File: src/sv/serial_terminal_line_interface_macros.svh
// Assertion macros for the serial terminal line interface.
// Included by serial_terminal_line_interface, which carries concurrent checks; needs clk and rst in scope.
`ifndef SERIAL_TERMINAL_LINE_INTERFACE_MACROS_SVH
`define SERIAL_TERMINAL_LINE_INTERFACE_MACROS_SVH

// Same-cycle implication, checked at every rising edge outside reset.
`define STLI_ASSERT_NOW(label, ante, cons, msg) \
  label: assert property (@(posedge clk) disable iff (rst) (ante) |-> (cons)) \
    else $error(msg);

// Next-cycle implication, checked at every rising edge outside reset.
`define STLI_ASSERT_NEXT(label, ante, cons, msg) \
  label: assert property (@(posedge clk) disable iff (rst) (ante) |=> (cons)) \
    else $error(msg);

`endif

File: src/sv/stli_pkg.sv
// Shared types, constants and functions of the serial terminal line interface.
// No dependencies; used by stli_decode and serial_terminal_line_interface.
`default_nettype none

package stli_pkg;

  // Transfer kinds carried in the mode field
  localparam logic [1:0] MODE_POLL  = 2'd0;
  localparam logic [1:0] MODE_READ  = 2'd1;
  localparam logic [1:0] MODE_WRITE = 2'd2;

  // Register byte addresses on the 18-bit bus
  localparam logic [17:0] ADDR_RCSR = 18'o776440;
  localparam logic [17:0] ADDR_RBUF = 18'o776442;
  localparam logic [17:0] ADDR_XCSR = 18'o776444;
  localparam logic [17:0] ADDR_XBUF = 18'o776446;

  // Polls the transmitter waits past a buffer write before sending
  localparam logic [5:0] TX_DELAY   = 6'd32;
  localparam logic [5:0] WAIT_MAX   = 6'h3f;

  // Status register bit positions
  localparam int unsigned CSR_DONE_BIT = 7;
  localparam int unsigned CSR_IE_BIT   = 6;

  // Decoded access strobes for one transfer
  typedef struct packed {
    logic poll;
    logic rd_rcsr;
    logic rd_rbuf;
    logic rd_xcsr;
    logic wr_rcsr;
    logic wr_xcsr;
    logic wr_xbuf;
    logic bad;
  } stli_acc_t;

  // Character translation applied on receive
  function automatic logic [7:0] map_rx_char(input logic [7:0] c);
    logic [7:0] m;
    case (c)
      8'd42:   m = 8'd4;
      8'd19:   m = 8'o034;
      default: m = c;
    endcase
    return m;
  endfunction

endpackage

`default_nettype wire

File: src/sv/serial_terminal_line_interface.sv
// Top level of the serial terminal line interface: console receiver and transmitter.
// Depends on stli_pkg, stli_decode and serial_terminal_line_interface_macros.svh.
//
//   channel | direction | handshake            | payload
//   --------+-----------+----------------------+------------------------------------------
//   in      | input     | in_valid / in_ready  | mode rx_valid rx_char bus_address write_data
//   out     | output    | out_valid / out_ready| read_data tx_valid tx_char rx_irq tx_irq
//           |           |                      | bad_address
//
// One transfer in, one transfer out: the input transfer is
// decoded and the register file updated in the cycle it is accepted, and the result
// lands in the output register at that same edge.
// Sustained rate is one item per cycle; in_ready holds high while the output register
// is empty or is being drained in the same cycle, so a stalled out side stalls in.
// Synchronous active-high rst clears all status, enables, buffers and the wait counter
// and sets transmitter ready; no clearing pass follows.
`default_nettype none

`include "serial_terminal_line_interface_macros.svh"

module serial_terminal_line_interface (
  input  wire logic        clk,
  input  wire logic        rst,
  // input channel
  input  wire logic        in_valid,
  output logic             in_ready,
  input  wire logic [1:0]  mode,
  input  wire logic        rx_valid,
  input  wire logic [7:0]  rx_char,
  input  wire logic [17:0] bus_address,
  input  wire logic [15:0] write_data,
  // output channel
  output logic             out_valid,
  input  wire logic        out_ready,
  output logic [15:0]      read_data,
  output logic             tx_valid,
  output logic [6:0]       tx_char,
  output logic             rx_irq,
  output logic             tx_irq,
  output logic             bad_address
);

  // ---------------------------------------------------------------------------
  // Handshake
  // ---------------------------------------------------------------------------
  logic accept;

  // Take a new item whenever the result register is free or emptying now
  assign in_ready = !out_valid || out_ready;
  assign accept   = in_valid && in_ready;

  // ---------------------------------------------------------------------------
  // Decode the transfer
  // ---------------------------------------------------------------------------
  stli_pkg::stli_acc_t acc;

  stli_decode u_decode (
    .mode        (mode),
    .bus_address (bus_address),
    .acc         (acc)
  );

  // ---------------------------------------------------------------------------
  // Register file
  // ---------------------------------------------------------------------------
  logic       rx_done,       rx_done_next;
  logic       rx_int_enable, rx_int_enable_next;
  logic [7:0] rx_buffer,     rx_buffer_next;
  logic       tx_ready,      tx_ready_next;
  logic       tx_int_enable, tx_int_enable_next;
  logic [7:0] tx_buffer,     tx_buffer_next;
  logic [5:0] tx_wait_count, tx_wait_count_next;

  // Result of the item being accepted
  logic [15:0] read_data_next;
  logic        tx_valid_next;
  logic [6:0]  tx_char_next;
  logic        rx_irq_next;
  logic        tx_irq_next;

  logic [5:0]  wait_step;
  logic        rx_take;
  logic        tx_send;

  // Wait counter advances on each poll while a character is pending and saturates
  assign wait_step = (tx_wait_count == stli_pkg::WAIT_MAX) ? tx_wait_count
                                                           : tx_wait_count + 6'd1;
  assign rx_take   = acc.poll && rx_valid;
  assign tx_send   = acc.poll && !tx_ready && (wait_step > stli_pkg::TX_DELAY);

  always_comb begin
    rx_done_next       = rx_done;
    rx_int_enable_next = rx_int_enable;
    rx_buffer_next     = rx_buffer;
    tx_ready_next      = tx_ready;
    tx_int_enable_next = tx_int_enable;
    tx_buffer_next     = tx_buffer;
    tx_wait_count_next = tx_wait_count;

    read_data_next = '0;
    tx_valid_next  = 1'b0;
    tx_char_next   = '0;
    rx_irq_next    = 1'b0;
    tx_irq_next    = 1'b0;

    // Receiver: store the translated byte, overwrite on overrun
    if (rx_take) begin
      rx_buffer_next = stli_pkg::map_rx_char(rx_char);
      rx_done_next   = 1'b1;
      rx_irq_next    = rx_int_enable;
    end

    // Transmitter: step the wait, send once it passes the delay
    if (acc.poll && !tx_ready) begin
      tx_wait_count_next = wait_step;
    end
    if (tx_send) begin
      tx_valid_next = 1'b1;
      tx_char_next  = tx_buffer[6:0];
      tx_ready_next = 1'b1;
      tx_irq_next   = tx_int_enable;
    end

    // Bus reads
    if (acc.rd_rcsr) begin
      read_data_next[stli_pkg::CSR_DONE_BIT] = rx_done;
      read_data_next[stli_pkg::CSR_IE_BIT]   = rx_int_enable;
    end
    if (acc.rd_rbuf && rx_done) begin
      // reading the buffer acknowledges the character
      read_data_next = {8'd0, rx_buffer};
      rx_done_next   = 1'b0;
    end
    if (acc.rd_xcsr) begin
      read_data_next[stli_pkg::CSR_DONE_BIT] = tx_ready;
      read_data_next[stli_pkg::CSR_IE_BIT]   = tx_int_enable;
    end

    // Bus writes touch only the enables and the transmit buffer; a buffer write also clears ready and the wait
    if (acc.wr_rcsr) begin
      rx_int_enable_next = write_data[stli_pkg::CSR_IE_BIT];
    end
    if (acc.wr_xcsr) begin
      tx_int_enable_next = write_data[stli_pkg::CSR_IE_BIT];
    end
    if (acc.wr_xbuf) begin
      tx_buffer_next     = write_data[7:0];
      tx_ready_next      = 1'b0;
      tx_wait_count_next = '0;
    end
  end

  always_ff @(posedge clk) begin
    if (rst) begin
      rx_done       <= 1'b0;
      rx_int_enable <= 1'b0;
      rx_buffer     <= '0;
      tx_ready      <= 1'b1;
      tx_int_enable <= 1'b0;
      tx_buffer     <= '0;
      tx_wait_count <= '0;
    end else if (accept) begin
      rx_done       <= rx_done_next;
      rx_int_enable <= rx_int_enable_next;
      rx_buffer     <= rx_buffer_next;
      tx_ready      <= tx_ready_next;
      tx_int_enable <= tx_int_enable_next;
      tx_buffer     <= tx_buffer_next;
      tx_wait_count <= tx_wait_count_next;
    end
  end

  // ---------------------------------------------------------------------------
  // Result register
  // ---------------------------------------------------------------------------
  always_ff @(posedge clk) begin
    if (rst) begin
      out_valid <= 1'b0;
    end else if (accept) begin
      out_valid <= 1'b1;
    end else if (out_ready) begin
      out_valid <= 1'b0;
    end
  end

  // Payload loads only with a new transfer, so it holds while stalled
  always_ff @(posedge clk) begin
    if (accept) begin
      read_data   <= read_data_next;
      tx_valid    <= tx_valid_next;
      tx_char     <= tx_char_next;
      rx_irq      <= rx_irq_next;
      tx_irq      <= tx_irq_next;
      bad_address <= acc.bad;
    end
  end

  // ---------------------------------------------------------------------------
  // Checks
  // ---------------------------------------------------------------------------
  `STLI_ASSERT_NOW(a_wait_bounded, !tx_ready, tx_wait_count <= stli_pkg::TX_DELAY,
    "wait counter passed the delay with a character still pending")
  `STLI_ASSERT_NEXT(a_xbuf_clears_ready, accept && acc.wr_xbuf, !tx_ready,
    "transmit buffer write did not clear transmitter ready")
  `STLI_ASSERT_NEXT(a_rx_sets_done, accept && rx_take, rx_done,
    "received character did not set receiver done")
  `STLI_ASSERT_NOW(a_bad_is_quiet, out_valid && bad_address,
    !tx_valid && !rx_irq && !tx_irq && (read_data == 16'd0),
    "bad address result carries line activity or read data")

endmodule

`default_nettype wire

File: src/sv/stli_decode.sv
// Address and mode decoder of the serial terminal line interface.
// Depends on stli_pkg for mode codes, register addresses and stli_acc_t.
`default_nettype none

module stli_decode (
  input  wire logic [1:0]       mode,
  input  wire logic [17:0]      bus_address,
  output stli_pkg::stli_acc_t   acc
);

  logic hit_rcsr, hit_rbuf, hit_xcsr, hit_xbuf, hit_any;

  assign hit_rcsr = (bus_address == stli_pkg::ADDR_RCSR);
  assign hit_rbuf = (bus_address == stli_pkg::ADDR_RBUF);
  assign hit_xcsr = (bus_address == stli_pkg::ADDR_XCSR);
  assign hit_xbuf = (bus_address == stli_pkg::ADDR_XBUF);
  assign hit_any  = hit_rcsr | hit_rbuf | hit_xcsr | hit_xbuf;

  always_comb begin
    acc = '0;
    unique case (mode)
      stli_pkg::MODE_POLL: begin
        acc.poll = 1'b1;
      end
      stli_pkg::MODE_READ: begin
        acc.rd_rcsr = hit_rcsr;
        acc.rd_rbuf = hit_rbuf;
        acc.rd_xcsr = hit_xcsr;
        acc.bad     = !hit_any;
      end
      stli_pkg::MODE_WRITE: begin
        // receive buffer writes drop silently
        acc.wr_rcsr = hit_rcsr;
        acc.wr_xcsr = hit_xcsr;
        acc.wr_xbuf = hit_xbuf;
        acc.bad     = !hit_any;
      end
      default: begin
        acc = '0;
      end
    endcase
  end

endmodule

`default_nettype wire
File: config.mk
export PLATFORM = sky130hd
export DESIGN_NAME = serial_terminal_line_interface
export DESIGN_NICKNAME = d
export VERILOG_FILES = /design/src/sv/stli_pkg.sv /design/src/sv/serial_terminal_line_interface.sv /design/src/sv/stli_decode.sv
export VERILOG_INCLUDE_DIRS = /design/src /design/src/sv
export SDC_FILE = /design/constraint.sdc
export NUM_CORES = 1
export LEC_CHECK = 0
export BUFFER_PORTS_ARGS = -buffer_cell sky130_fd_sc_hd__buf_2
export CAP_MARGIN = 10
export CORE_ASPECT_RATIO = 2
export CORE_MARGIN = 1.5
export CORE_UTILIZATION = 53
export DETAILED_ROUTE_END_ITERATION = 12
export PLACE_DENSITY = 0.91
export SYNTH_ARGS = -nofsm -noshare
export SYNTH_HDL_FRONTEND = slang
export SYNTH_SLANG_ARGS = --single-unit
File: constraint.sdc
create_clock -name clk -period 6.2 [get_ports clk]
set_input_delay 1.24 -clock clk [delete_from_list [all_inputs] [get_ports clk]]
set_output_delay 1.24 -clock clk [all_outputs]
set_load 0.02 [all_outputs]
==> summary.md <==
| Metric | Value |
|---|---|
| Max Slew Vio Count | 0 |
| First-pass detailed-route iteration total | 4 |
| Relative slew margins | 0.462 |
| Crit path required time | 4960 ps |
| Final setup violation count | 0 |
| Cells after Synth | 219 |
| # IOs | 78 |
| Ys flop type | dfxtp_1 |
| Sequential cell area fraction in the yosys report | 0.501 |
| Reg area | 1090 µm² |
| Avg Vias per Cell | 5.61 |
| Layout cells sized above 1 | 0.284 |
| Final Hold Fails | 0 |
| CTS tree | built |
| Combinational share of power | 0.100 |
| Largest net degree at the start of global routing | 29 |
| Max-cap violations | 0 |
| Global routing usage on met1 | 0.212 |
| Num rows | 32 |
| Crit path DAT | 1770 ps |
| First-pass GRT wire length | 7.63 mm |
| Via count | 1,845 |
| Syn Area/Cell | 9.94 µm² |
| Hold Path Origin | rx_buffer[3]$_SDFFE_PP0P_ |
| Fin cells | 329 |
| Setup bufs post-CTS | 0 |
| Area Overhead vs Synth | 18.0% |
| Multi-input logic area | 967 µm² |
| Seq pwr share | 0.576 |
| PwrDens | 216 nW/µm² |
| Hold WC Path Type | reg2reg |
| RSZ-0062 raised after global routing | false |
| H-tree depth | 2 |
| Diode count | 0 |
| EDFF count, synth | 19 |
| Final nets | 330 |
| Global Route met3 Usage | 0.0160 |
| Initial core utilization | 0.561 |
| M2 GR Usage | 0.418 |
| Internal power | 0.417 mW |
| Ys Warns | 0 |
| Crit Path Max Fanout | 7 |
| Root buf cell | clkbuf_8 |
| Detail-routed net length per standard cell | 14.0 µm |
| Placed insts | 321 |
| Die Width | 48.3 µm |
| Post-route setup TNS | 0 ps |
| Startpoint types | input pin |
| FMAX | 0.332 GHz |
| Clk buf depth | 2 |
| Seq cells post-synth | 45 |
| CTS resizes | 0 |
| DP HPWL | 3.48 mm |
| GPL Wtd Cong | 0.925 |
| Outcome | completed |
| Final-layout fill cell count | 329 |
| Worst reg2reg startpoint | tx_wait_count[0]$_SDFFE_PP0P_ |
| Skew-Pair Late Insertion Delay | 290 ps |
| Mapped Area | 2180 µm² |
| DRC | 0 |
| Die ar. | 4520 µm² |
| Hold-fix buffers at CTS | 0 |
| Num CTS Buffers | 5 |
| Clk sinks | 45 |
| Min Tclk post-route | 3010 ps |
| CP Capture Type | output port |
| Vias in the first global route | 1,785 |
| Die height | 93.6 µm |
| Detailed Route WL | 4.60 mm |
| Initial antenna violation count | 0 |
| Yosys cell types | 46 |
| Initial DRC count | 34 |
| Setup Skew | 3.73 ps |
| NetSw | 0.138 mW |
| Core footprint | 3880 µm² |
| Fin crit share | 0.486 |
| Synth async-reset ratio | 0 |
| Total power | 0.555 mW |
| Post-route ant nets | 0 |
| Sw frac | 0.249 |
| Total global routing overflow | 0 |
| WS Path Type | in2out |
| Slew @ Worst Pin | 805 ps |
| Port Buf Inserts | 60 |
| Clk network pwr share | 0.324 |
| Critical Path Source | out_ready |
| P_leak | 1.08 nW |
| Clock-pin transition on the worst setup and hold timing paths | 80 ps |
| Tot GR Track Use | 0.215 |
| Peak supply drop | 0.213 mV |
| Grt peak-use layer | met2 |
[cell usage after synthesis, drive strengths merged (2+ instances only)]
| master | n | area share |
|---|---|---|
| dfxtp | 26 | 0.24 |
| nor2 | 21 | 0.036 |
| edfxtp | 19 | 0.26 |
| nand2 | 14 | 0.024 |
| and2 | 13 | 0.037 |
| inv | 13 | 0.022 |
| mux2i | 12 | 0.055 |
| buf | 10 | 0.035 |
| a21oi | 7 | 0.016 |
| clkbuf | 7 | 0.012 |
| nand3 | 7 | 0.016 |
| nand4 | 7 | 0.023 |
| o21ai | 7 | 0.016 |
| a221oi | 5 | 0.023 |
| nor4 | 5 | 0.014 |
| a22oi | 4 | 0.014 |
| ha | 4 | 0.023 |
| nor3 | 4 | 0.0092 |
| nand2b | 3 | 0.0086 |
| a211o | 2 | 0.0080 |
| a2bb2oi | 2 | 0.0080 |
| a31oi | 2 | 0.0057 |
| and3 | 2 | 0.0057 |
| o21a | 2 | 0.0069 |
| o21bai | 2 | 0.0069 |
| o31ai | 2 | 0.0069 |
| or2 | 2 | 0.0057 |
| or4 | 2 | 0.0086 |
[sequential cells by signal (all words and copies together) (netlist names), 6 cells and up]
register,cells
tx_buffer,7
read_data,8
tx_wait_count,6
tx_char,7
rx_buffer,8
[final timing paths]
| check | to | slack [ps] | depth (start not counted) |
|---|---|---|---|
| setup / recovery | in_ready | 3190 | 3 |
| hold / removal | rx_buffer[3]$_SDFFE_PP0P_ | 470 | 2 |
| setup reg to reg | tx_char[4]$_SDFFCE_PN0P_ | 4250 | 5 |
| hold reg to reg | rx_buffer[3]$_SDFFE_PP0P_ | 470 | 2 |
[through the flow]
step / utilization / hold slack, ps / worst slack [ps] / instance area (µm²)
6_report: 0.661 / 465 / 3190 / 2570
3_3_place_gp: 0.638 / 440 / 3070 / 2480
3_5_place_dp: 0.638 / 457 / 3050 / 2480
5_1_grt: 0.661 / 492 / 3050 / 2570
2_1_floorplan: - / 432 / 3160 / 2200
4_1_cts: 0.661 / 469 / 3200 / 2570
[cells in the final DEF, fill, tap and decap left out, types with 3 or more instances in the layout]
cell      instances
a21oi_1           7
a221oi_1          4
a22oi_1           4
and2_1           13
buf_2            60
clkbuf_8          5
conb_1            8
dfxtp_1          26
edfxtp_1         19
ha_1              4
inv_1            13
mux2i_1          12
nand2_1          14
nand2b_1          3
nand3_1           7
nand4_1           6
nor2_1           21
nor3_1            4
nor4_1            4
o21ai_0           7
[power by group through the flow]
stage	clock network, mW	registers [mW]	logic, mW
2_1_floorplan	0	0.335	0.0264
3_3_place_gp	0	0.327	0.0538
3_5_place_dp	0	0.327	0.0553
4_1_cts	0.182	0.320	0.0554
5_1_grt	0.195	0.321	0.0600
6_report	0.180	0.320	0.0554
[layout make-up]
class,count,share of cell area
flip-flops and latches,45,0.425
inverters,13,0.0190
multi-input cells,151,0.377
repair buffers,61,0.120
clock buffers,5,0.0268
clock inverters,3,0.00828
well taps,51,0.0248
[cells by family after synthesis]
logic type,count (synthesis),synth area share
AOI/OAI and AO/OA,39,0.127
xor gates and xnor gates,1,0.00402
adders and majority gates,4,0.0230
buffers and inverters,30,0.0695
DFF,45,0.501
muxes,12,0.0552
other,1,0.00172
and+or+nand+nor,87,0.218
[critical path, cell delays in order]
cell	delay, ps
buf_2	90
nand2b_1	230
buf_2	210
[metal layers]
metal  share of wire  vias to the layer above
met5               0                        -
met4           0.035                        0
met3           0.046                       13
met2            0.57                       77
met1            0.34                      862
li1                -                      893
Note: power is estimated with default switching activity, not from simulation.
